**src/sv/prot_pkg.sv**
```systemverilog
// Shared types, widths and helpers for the polygon/rectangle overlap test.
// No dependencies; imported by the controller, the datapath and the top level.
`timescale 1ns / 1ps
`default_nettype none

package prot_pkg;

  localparam int COORD_WIDTH    = 32;
  localparam int DIFF_WIDTH     = COORD_WIDTH + 1;
  localparam int PROD_WIDTH     = 2 * DIFF_WIDTH;
  localparam int CFG_ADDR_WIDTH = 3;

  // Register indexes
  localparam logic [CFG_ADDR_WIDTH-1:0] REG_LEFT   = CFG_ADDR_WIDTH'(0);
  localparam logic [CFG_ADDR_WIDTH-1:0] REG_RIGHT  = CFG_ADDR_WIDTH'(1);
  localparam logic [CFG_ADDR_WIDTH-1:0] REG_TOP    = CFG_ADDR_WIDTH'(2);
  localparam logic [CFG_ADDR_WIDTH-1:0] REG_BOTTOM = CFG_ADDR_WIDTH'(3);

  // Products formed per edge by the shared multiplier
  typedef enum logic [1:0] {
    PROD_LSX_DY,
    PROD_RSX_DY,
    PROD_TSY_DX,
    PROD_BSY_DX
  } prod_sel_e;

  // Commands from the controller to the datapath
  typedef struct packed {
    logic      capture;
    logic      first;
    logic      setup;
    logic      closing;
    logic      mul;
    prod_sel_e mul_sel;
    logic      eval_x;
    logic      eval_y;
    logic      emit;
  } prot_cmd_t;

  // lo <= s + n/d <= hi with a = (lo-s)*d, b = (hi-s)*d; no crossing when d is zero
  function automatic logic cross_test(input logic signed [PROD_WIDTH-1:0] n,
                                      input logic signed [PROD_WIDTH-1:0] a,
                                      input logic signed [PROD_WIDTH-1:0] b,
                                      input logic d_pos,
                                      input logic d_zero);
    logic res;
    if (d_zero) begin
      res = 1'b0;
    end else if (d_pos) begin
      res = (a <= n) && (n <= b);
    end else begin
      res = (n <= a) && (b <= n);
    end
    return res;
  endfunction

endpackage

`default_nettype wire

```
**src/sv/polygon_rect_overlap_test_core.sv**
```systemverilog
// Top level of the polygon/rectangle overlap test: joins controller and datapath.
// Depends on prot_pkg, prot_ctrl and prot_dp.
//
//   channel   direction  payload
//   s_axis    in         tdata = vertex_x, vertex_y; tlast = last_vertex
//   m_axis    out        tdata = overlaps (zero padded to 8 bits)
//   cfg       in         write of rect_left/right/top/bottom by index
//
// A vertex is captured, then each tested edge runs setup, four products through
// the one shared 33x33 multiplier and two compare steps. The first vertex is
// only captured; a middle vertex tests its edge; the last vertex tests its edge
// and then the closing edge (only the closing edge if also first), then hands off.
// A pending result waits in the output register; a new last vertex stalls
// at the handoff until it is taken. Reset is asynchronous and clears control.
`timescale 1ns / 1ps
`default_nettype none

module polygon_rect_overlap_test_core import prot_pkg::*; (
  input  wire logic                      clk_i,
  input  wire logic                      rst_ni,
  input  wire logic                      s_axis_tvalid,
  output logic                           s_axis_tready,
  input  wire logic [2*COORD_WIDTH-1:0]  s_axis_tdata,  // vertex_x, vertex_y
  input  wire logic                      s_axis_tlast,  // last_vertex
  output logic                           m_axis_tvalid,
  input  wire logic                      m_axis_tready,
  output logic [7:0]                     m_axis_tdata,  // overlaps, zeros
  input  wire logic                      cfg_we_i,
  input  wire logic [CFG_ADDR_WIDTH-1:0] cfg_addr_i,
  input  wire logic [COORD_WIDTH-1:0]    cfg_wdata_i
);

  prot_cmd_t cmd;
  logic      overlaps;

  prot_ctrl u_ctrl (
    .clk_i      (clk_i),
    .rst_ni     (rst_ni),
    .s_tvalid_i (s_axis_tvalid),
    .s_tlast_i  (s_axis_tlast),
    .s_tready_o (s_axis_tready),
    .m_tvalid_o (m_axis_tvalid),
    .m_tready_i (m_axis_tready),
    .cmd_o      (cmd)
  );

  prot_dp u_dp (
    .clk_i       (clk_i),
    .rst_ni      (rst_ni),
    .cmd_i       (cmd),
    .vertex_x_i  (s_axis_tdata[COORD_WIDTH-1:0]),
    .vertex_y_i  (s_axis_tdata[2*COORD_WIDTH-1:COORD_WIDTH]),
    .cfg_we_i    (cfg_we_i),
    .cfg_addr_i  (cfg_addr_i),
    .cfg_wdata_i (cfg_wdata_i),
    .overlaps_o  (overlaps)
  );

  assign m_axis_tdata = {7'd0, overlaps};

endmodule

`default_nettype wire

```
**src/sv/prot_dp.sv**
```systemverilog
// Datapath: rectangle registers, stored vertices, edge differences,
// one shared 33x33 multiplier and the exact crossing compares. Uses prot_pkg.
`timescale 1ns / 1ps
`default_nettype none

module prot_dp import prot_pkg::*; (
  input  wire logic                          clk_i,
  input  wire logic                          rst_ni,
  input  wire prot_cmd_t                     cmd_i,
  input  wire logic signed [COORD_WIDTH-1:0] vertex_x_i,
  input  wire logic signed [COORD_WIDTH-1:0] vertex_y_i,
  input  wire logic                          cfg_we_i,
  input  wire logic [CFG_ADDR_WIDTH-1:0]     cfg_addr_i,
  input  wire logic [COORD_WIDTH-1:0]        cfg_wdata_i,
  output logic                               overlaps_o
);

  logic signed [COORD_WIDTH-1:0] left_q, right_q, top_q, bottom_q;
  logic signed [COORD_WIDTH-1:0] first_x_q, first_y_q, prev_x_q, prev_y_q;
  logic signed [COORD_WIDTH-1:0] cur_x_q, cur_y_q;
  logic signed [DIFF_WIDTH-1:0]  dx_q, dy_q, lsx_q, rsx_q, tsy_q, bsy_q;
  logic                          xin_q, yin_q, ins_q, cx1_q, cx2_q;
  logic                          hit_q, out_q;
  logic signed [PROD_WIDTH-1:0]  prod_q [4];

  logic signed [COORD_WIDTH-1:0] sx, sy, ex, ey;
  logic signed [DIFF_WIDTH-1:0]  mul_a, mul_b;
  logic signed [PROD_WIDTH-1:0]  mul_p;
  logic                          xin, yin, ins, cx1, cx2, cy1, cy2, edge_hit;
  logic                          dx_pos, dx_zero, dy_pos, dy_zero;

  // Select the edge endpoints
  always_comb begin
    sx = cmd_i.closing ? cur_x_q : prev_x_q;
    sy = cmd_i.closing ? cur_y_q : prev_y_q;
    ex = cmd_i.closing ? first_x_q : cur_x_q;
    ey = cmd_i.closing ? first_y_q : cur_y_q;
  end

  // Span and endpoint-inside tests
  always_comb begin
    xin = ((sx < left_q) && (left_q < ex)) || ((ex < left_q) && (left_q < sx)) ||
          ((sx < right_q) && (right_q < ex)) || ((ex < right_q) && (right_q < sx));
    yin = ((sy < top_q) && (top_q < ey)) || ((ey < top_q) && (top_q < sy)) ||
          ((sy < bottom_q) && (bottom_q < ey)) || ((ey < bottom_q) && (bottom_q < sy));
    ins = ((left_q <= sx) && (sx <= right_q) && (top_q <= sy) && (sy <= bottom_q)) ||
          ((left_q <= ex) && (ex <= right_q) && (top_q <= ey) && (ey <= bottom_q));
  end

  // Shared multiplier operands
  always_comb begin
    case (cmd_i.mul_sel)
      PROD_LSX_DY: begin mul_a = lsx_q; mul_b = dy_q; end
      PROD_RSX_DY: begin mul_a = rsx_q; mul_b = dy_q; end
      PROD_TSY_DX: begin mul_a = tsy_q; mul_b = dx_q; end
      PROD_BSY_DX: begin mul_a = bsy_q; mul_b = dx_q; end
      default:     begin mul_a = lsx_q; mul_b = dy_q; end
    endcase
    mul_p = PROD_WIDTH'(mul_a) * PROD_WIDTH'(mul_b);
  end

  // Crossing tests on the stored products
  always_comb begin
    dx_pos   = !dx_q[DIFF_WIDTH-1] && (dx_q != '0);
    dx_zero  = (dx_q == '0);
    dy_pos   = !dy_q[DIFF_WIDTH-1] && (dy_q != '0);
    dy_zero  = (dy_q == '0);
    cx1      = cross_test(prod_q[2], prod_q[0], prod_q[1], dy_pos, dy_zero);
    cx2      = cross_test(prod_q[3], prod_q[0], prod_q[1], dy_pos, dy_zero);
    cy1      = cross_test(prod_q[1], prod_q[2], prod_q[3], dx_pos, dx_zero);
    cy2      = cross_test(prod_q[0], prod_q[2], prod_q[3], dx_pos, dx_zero);
    edge_hit = (cx1_q && cx2_q && yin_q) || (cy1 && cy2 && xin_q) ||
               (xin_q && yin_q && (cx1_q || cx2_q) && (cy1 || cy2)) || ins_q;
  end

  // Configuration registers
  always_ff @(posedge clk_i or negedge rst_ni) begin
    if (!rst_ni) begin
      left_q   <= '0;
      right_q  <= '0;
      top_q    <= '0;
      bottom_q <= '0;
    end else if (cfg_we_i) begin
      unique case (cfg_addr_i)
        REG_LEFT:   left_q   <= cfg_wdata_i;
        REG_RIGHT:  right_q  <= cfg_wdata_i;
        REG_TOP:    top_q    <= cfg_wdata_i;
        REG_BOTTOM: bottom_q <= cfg_wdata_i;
        default: ;
      endcase
    end
  end

  // Polygon state and result
  always_ff @(posedge clk_i or negedge rst_ni) begin
    if (!rst_ni) begin
      hit_q <= 1'b0;
      out_q <= 1'b0;
    end else begin
      if (cmd_i.capture && cmd_i.first) begin
        hit_q <= 1'b0;
      end else if (cmd_i.eval_y && edge_hit) begin
        hit_q <= 1'b1;
      end
      if (cmd_i.emit) begin
        out_q <= hit_q;
      end
    end
  end

  // Vertex store, edge setup and products
  always_ff @(posedge clk_i) begin
    if (cmd_i.capture) begin
      prev_x_q <= cur_x_q;
      prev_y_q <= cur_y_q;
      cur_x_q  <= vertex_x_i;
      cur_y_q  <= vertex_y_i;
      if (cmd_i.first) begin
        first_x_q <= vertex_x_i;
        first_y_q <= vertex_y_i;
      end
    end
    if (cmd_i.setup) begin
      dx_q  <= DIFF_WIDTH'(ex) - DIFF_WIDTH'(sx);
      dy_q  <= DIFF_WIDTH'(ey) - DIFF_WIDTH'(sy);
      lsx_q <= DIFF_WIDTH'(left_q) - DIFF_WIDTH'(sx);
      rsx_q <= DIFF_WIDTH'(right_q) - DIFF_WIDTH'(sx);
      tsy_q <= DIFF_WIDTH'(top_q) - DIFF_WIDTH'(sy);
      bsy_q <= DIFF_WIDTH'(bottom_q) - DIFF_WIDTH'(sy);
      xin_q <= xin;
      yin_q <= yin;
      ins_q <= ins;
    end
    if (cmd_i.mul) begin
      prod_q[cmd_i.mul_sel] <= mul_p;
    end
    if (cmd_i.eval_x) begin
      cx1_q <= cx1;
      cx2_q <= cx2;
    end
  end

  assign overlaps_o = out_q;

endmodule

`default_nettype wire

```
**src/sv/prot_ctrl.sv**
```systemverilog
// Controller: sequences capture, edge setup, four multiplies and two
// compare steps per edge, then the result handoff. Uses prot_pkg.
`timescale 1ns / 1ps
`default_nettype none

module prot_ctrl import prot_pkg::*; (
  input  wire logic  clk_i,
  input  wire logic  rst_ni,
  input  wire logic  s_tvalid_i,
  input  wire logic  s_tlast_i,
  output logic       s_tready_o,
  output logic       m_tvalid_o,
  input  wire logic  m_tready_i,
  output prot_cmd_t  cmd_o
);

  typedef enum logic [2:0] {
    ST_IDLE,
    ST_SETUP,
    ST_MUL,
    ST_EVAL_X,
    ST_EVAL_Y,
    ST_EMIT
  } state_e;

  state_e    state_q, state_d;
  prod_sel_e mul_cnt_q, mul_cnt_d;
  logic      closing_q, closing_d, last_q, last_d, mid_q, mid_d;
  logic      m_valid_q, m_valid_d;

  // Next state and commands
  always_comb begin
    state_d   = state_q;
    mul_cnt_d = mul_cnt_q;
    closing_d = closing_q;
    last_d    = last_q;
    mid_d     = mid_q;
    cmd_o         = '0;
    cmd_o.closing = closing_q;
    cmd_o.mul_sel = mul_cnt_q;
    unique case (state_q)
      ST_IDLE: begin
        if (s_tvalid_i) begin
          cmd_o.capture = 1'b1;
          cmd_o.first   = !mid_q;
          last_d        = s_tlast_i;
          mid_d         = !s_tlast_i;
          if (mid_q) begin
            closing_d = 1'b0;
            state_d   = ST_SETUP;
          end else if (s_tlast_i) begin
            closing_d = 1'b1;
            state_d   = ST_SETUP;
          end
        end
      end
      ST_SETUP: begin
        cmd_o.setup = 1'b1;
        mul_cnt_d   = PROD_LSX_DY;
        state_d     = ST_MUL;
      end
      ST_MUL: begin
        cmd_o.mul = 1'b1;
        if (mul_cnt_q == PROD_BSY_DX) begin
          state_d = ST_EVAL_X;
        end else begin
          mul_cnt_d = prod_sel_e'(mul_cnt_q + 2'd1);
        end
      end
      ST_EVAL_X: begin
        cmd_o.eval_x = 1'b1;
        state_d      = ST_EVAL_Y;
      end
      ST_EVAL_Y: begin
        cmd_o.eval_y = 1'b1;
        if (closing_q) begin
          state_d = ST_EMIT;
        end else if (last_q) begin
          closing_d = 1'b1;
          state_d   = ST_SETUP;
        end else begin
          state_d = ST_IDLE;
        end
      end
      ST_EMIT: begin
        if (!m_valid_q || m_tready_i) begin
          cmd_o.emit = 1'b1;
          state_d    = ST_IDLE;
        end
      end
      default: state_d = ST_IDLE;
    endcase
    // Hold the result until taken
    if (cmd_o.emit) begin
      m_valid_d = 1'b1;
    end else if (m_tready_i) begin
      m_valid_d = 1'b0;
    end else begin
      m_valid_d = m_valid_q;
    end
  end

  // State and registered outputs
  always_ff @(posedge clk_i or negedge rst_ni) begin
    if (!rst_ni) begin
      state_q   <= ST_IDLE;
      mul_cnt_q <= PROD_LSX_DY;
      closing_q <= 1'b0;
      last_q    <= 1'b0;
      mid_q     <= 1'b0;
      m_valid_q <= 1'b0;
    end else begin
      state_q   <= state_d;
      mul_cnt_q <= mul_cnt_d;
      closing_q <= closing_d;
      last_q    <= last_d;
      mid_q     <= mid_d;
      m_valid_q <= m_valid_d;
    end
  end

  assign s_tready_o = (state_q == ST_IDLE);
  assign m_tvalid_o = m_valid_q;

endmodule

`default_nettype wire

```
**config.mk**
```make
export PLATFORM = sky130hd
export DESIGN_NAME = polygon_rect_overlap_test_core
export DESIGN_NICKNAME = d
export VERILOG_FILES = /design/src/sv/prot_pkg.sv /design/src/sv/polygon_rect_overlap_test_core.sv /design/src/sv/prot_dp.sv /design/src/sv/prot_ctrl.sv
export SDC_FILE = /design/constraint.sdc
export NUM_CORES = 2
export LEC_CHECK = 0
export BUFFER_PORTS_ARGS = -buffer_cell sky130_fd_sc_hd__buf_2
export CAP_MARGIN = 20
export CELL_PAD_IN_SITES_DETAIL_PLACEMENT = 1
export CELL_PAD_IN_SITES_GLOBAL_PLACEMENT = 2
export CORE_MARGIN = 5
export CORE_UTILIZATION = 44
export DETAILED_ROUTE_END_ITERATION = 10
export GPL_TIMING_DRIVEN = 0
export PLACE_DENSITY = 0.92
export SETUP_SLACK_MARGIN = 0.4
export SLEW_MARGIN = 20
export SYNTH_ARGS = -nofsm -noshare
export SYNTH_HDL_FRONTEND = slang
export SYNTH_SLANG_ARGS = --single-unit
```
**constraint.sdc**
```tcl
create_clock -name clk_i -period 10.7 [get_ports clk_i]
set_input_delay 0 -clock clk_i [delete_from_list [all_inputs] [get_ports clk_i]]
set_output_delay 0 -clock clk_i [all_outputs]
set_load 0.005 [all_outputs]
```
==> run metrics <==
worst setup path end u_dp.prod_q[2][64]; DRC viols 0; Worst slew margin 11.8%; average wire per standard cell ~33 microns; Routed WL around 370 mm; CTS tree built; Area Overhead vs Synth 15.0%; Seq/Total Area, Yosys a little over a quarter; Die Width approximately 450 microns; Hold Path Class primary input to flip-flop; Total GRT Usage between 30% and 40%; Ys Warns 0; Min Hold Slack -0.00652 ns; height of the die 449 microns; Seq cells post-synth 798; Final nets approximately 11000; Post-synth EDFFs 659; IO Count around 120; post-layout util about half; critical path data arrival time about 11 ns; post-detail-place hpwl about 300 mm; CP peak stage delay ~0.66 ns; status finished, violations left; Design Area, Final between 90000 and 100000 sq um; Critical Path Source u_ctrl.mul_cnt_q[0]; Mean Syn Cell Area approximately 10 sq um; Worst path most repeated cell fa_1; fin crit share just under 100%; cell count after synthesis between 8000 and 9000; antenna-violating nets left 0; largest net degree at the start of global routing roughly 110; Pre-antenna DRT Iters 5; crit path max-delay cell type fa_1; Fin. Hold Viols 2; Clock transition at path regs roughly 0.060 ns; placed standard-cell area between 80000 and 90000 sq um; Max-Cap Viols 0; kind of critical path flip-flop to flip-flop; Tightest Pin Transition about 1.3 ns; Initial DRC Count ~4500; FF-to-FF setup slack between 0.3 and 0.4 ns; top-area cell type share of the netlist area around 27%; core area about 190000 sq um; Clock Root Buffer clkbuf_16; layout cell share with drive strength beyond 1 between 10 and 15%; clock sinks between 700 and 800; initial antenna violation count 12; RSZ-0062 raised after global routing true; post-layout min period roughly 10 ns; Area contributors post-synth fa_1 (27%), edfxtp_1 (23%), ha_1 (12%); Worst setup SP type flip-flop; critical path fanouts, max 10; Final setup viols 0; Worst R2R Start u_ctrl.mul_cnt_q[0]; Final GP Congestion a little over 1; setup TNS 0 ns; Starting Density between 40% and 50%; FP Rows roughly 160; main flop type after synthesis edfxtp_1; vias in the first global route approximately 73000; IO buf count between 100 and 150; worst endpoint required time roughly 11 ns; failing checks negative hold slack; Final Skew ~0.042 ns; Fill cells between 20000 and 25000; Via density 5.75; die area 201000 sq um; fraction of registers with async set or reset after synthesis between 15 and 20%; GRT overflow 0; Skew-Pair Late Insertion Delay 0.79 ns; Max clock buf depth 3; Yosys top cell by area fa_1; Critical Path End Type flip-flop; first-pass GRT wire length around 520 mm; synth unique cells 92; Synth Cell Area 84700 sq um; max-slew violations 0; FF-to-FF path depth 31; H-tree depth 3; Max Freq just under 100 MHz; total CTS buffers 93; FF-to-FF End u_dp.prod_q[2][64]; Via Count 65105
-- worst max-delay path, delay by kind of cell (launching register included) --
kind / cells / cell delay (ns)
adder cells (fa/ha/maj): 10 / 4.89
AO/OA/AOI/OAI: 9 / 1.89
buffers and inverters: 7 / 1.43
multiplexers: 1 / 0.65
AND/OR/NAND/NOR: 3 / 0.55
flip-flops: 1 / 0.43
XOR/XNOR: 1 / 0.08
-- state kept, by name (all words and copies together) (netlist names), 3 cells and up --
register,flops
u_dp.prod_q,264
u_dp.bsy_q,33
u_dp.dx_q,33
u_dp.dy_q,33
u_dp.lsx_q,33
u_dp.rsx_q,33
u_dp.tsy_q,33
u_dp.bottom_q,32
u_dp.cur_x_q,32
u_dp.cur_y_q,32
u_dp.first_x_q,32
u_dp.first_y_q,32
u_dp.left_q,32
u_dp.prev_x_q,32
u_dp.prev_y_q,32
u_dp.right_q,32
u_dp.top_q,32
u_ctrl.state_q,3
-- per-stage QoR --
| stage | hold slack [ns] | setup slack (ns) | cells |
|---|---|---|---|
| floorplan | -0.296 | 0.980 | 8184 |
| global placement | 0.187 | -3.41 | 10817 |
| detailed placement | -0.0242 | -3.33 | 10870 |
| CTS | 0.000706 | 0.402 | 11264 |
| global route | 0.00584 | 0.281 | 11313 |
| finish | -0.00652 | 0.393 | 11316 |
-- cell usage in the layout, fill, tap and decap left out, types with 30 or more instances in the layout --
| cell | instances |
|---|---|
| inv_1 | 1475 |
| fa_1 | 1130 |
| ha_1 | 802 |
| nand2_1 | 755 |
| nor2_1 | 751 |
| edfxtp_1 | 659 |
| a21oi_1 | 303 |
| dlygate4sd3_1 | 164 |
| xnor2_1 | 158 |
| o21ai_0 | 157 |
| mux2_2 | 153 |
| a21o_1 | 145 |
| mux2i_1 | 141 |
| dfrtp_1 | 139 |
| buf_2 | 125 |
| buf_4 | 123 |
| nand4_1 | 100 |
| clkbuf_16 | 98 |
| nand3_1 | 75 |
| clkbuf_1 | 73 |
| o21a_1 | 64 |
| xor2_1 | 61 |
| nor2b_1 | 59 |
| nand2b_1 | 54 |
| nor3_1 | 52 |
| mux2i_4 | 44 |
| clkbuf_4 | 43 |
| o21ai_1 | 42 |
| buf_6 | 39 |
| mux2_4 | 35 |
| nor4_1 | 35 |
| buf_12 | 34 |
| clkbuf_2 | 33 |
| and3_1 | 31 |
| clkbuf_8 | 30 |
-- kinds of logic (layout without fill, tap and decap cells) --
family / Yosys count / after routing / share of synthesized area, %
simple gates: 2057 / 2057 / 10.7
fa+ha+maj: 1962 / 1962 / 39.2
buf+inv: 1725 / 2327 / 7.68
compound gates: 1019 / 1019 / 7.75
flops: 798 / 798 / 27.5
mux: 386 / 386 / 4.84
xor+xnor: 230 / 230 / 2.38
other cells: 1 / 11 / 0.00443
-- worst min path at each step --
stage,to,start,cells past startpoint,slack (ns)
2_1_floorplan,u_ctrl.closing_q,rst_ni,0,-0.30
3_3_place_gp,u_dp.cur_y_q[12],s_axis_tdata[44],1,0.19
3_5_place_dp,u_dp.bottom_q[0],rst_ni,1,-0.02
4_1_cts,u_dp.cur_x_q[28],s_axis_tdata[28],2,0.0007
5_1_grt,u_dp.cur_x_q[30],s_axis_tdata[30],2,0.006
6_report,u_dp.first_x_q[30],s_axis_tdata[30],2,-0.007
-- repair_timing --
| action | CTS | global route |
|---|---|---|
| setup buffers | 56 | 47 |
| hold buffers | 165 | 0 |
| gates resized for setup | 416 | 237 |
| pin swaps | 17 | 34 |
| endpoints found under the setup margin | 196 | 100 |
| hold endpoints to repair | 471 | 0 |
| gates cloned | 1 | 0 |
-- synth_stat cells, types with 34 or more instances --
master    number
nand2_1      768
ha_1         810
a21o_1       145
xnor2_1      165
xor2_1        65
a22oi_1       34
nand4_1      100
nor4_1        39
o21ai_1       44
a21oi_1      314
nand2b_1      54
nor2_1       755
dfrtp_1      139
o21ai_0      159
nor2b_1       59
inv_1       1486
and3_1        35
nand3_1       76
fa_1        1151
mux2i_1      197
clkbuf_1     196
mux2_2       188
nor3_1        56
edfxtp_1     659
o21a_1        65
-- layout make-up --
| class | count | area, sq um | area share, % |
|---|---|---|---|
| inverter | 1486 | 5600 | 5.75 |
| multi-input combinational | 5661 | 56200 | 57.7 |
| sequential | 798 | 23300 | 23.9 |
| clock inverter | 46 | 633 | 0.650 |
| buffer | 239 | 1870 | 1.92 |
| antenna | 4 | 10.0 | 0.0103 |
| tap | 2526 | 3160 | 3.25 |
| clock buffer | 126 | 2550 | 2.62 |
| timing repair buffer | 430 | 4090 | 4.20 |
-- metal layers --
| metal | GRT usage, % | vias to the layer above | share of wire (%) |
|---|---|---|---|
| li1 | - | 27907 | - |
| met1 | 40.4 | 33804 | 36 |
| met2 | 60.5 | 2385 | 47 |
| met4 | 31.6 | 18 | 11 |
| met3 | 6.13 | 991 | 5.7 |
| met5 | 0 | - | 0.034 |
Power is not shown: default switching activity piles up to over one toggle a cycle in this logic, so the estimate is an artifact.
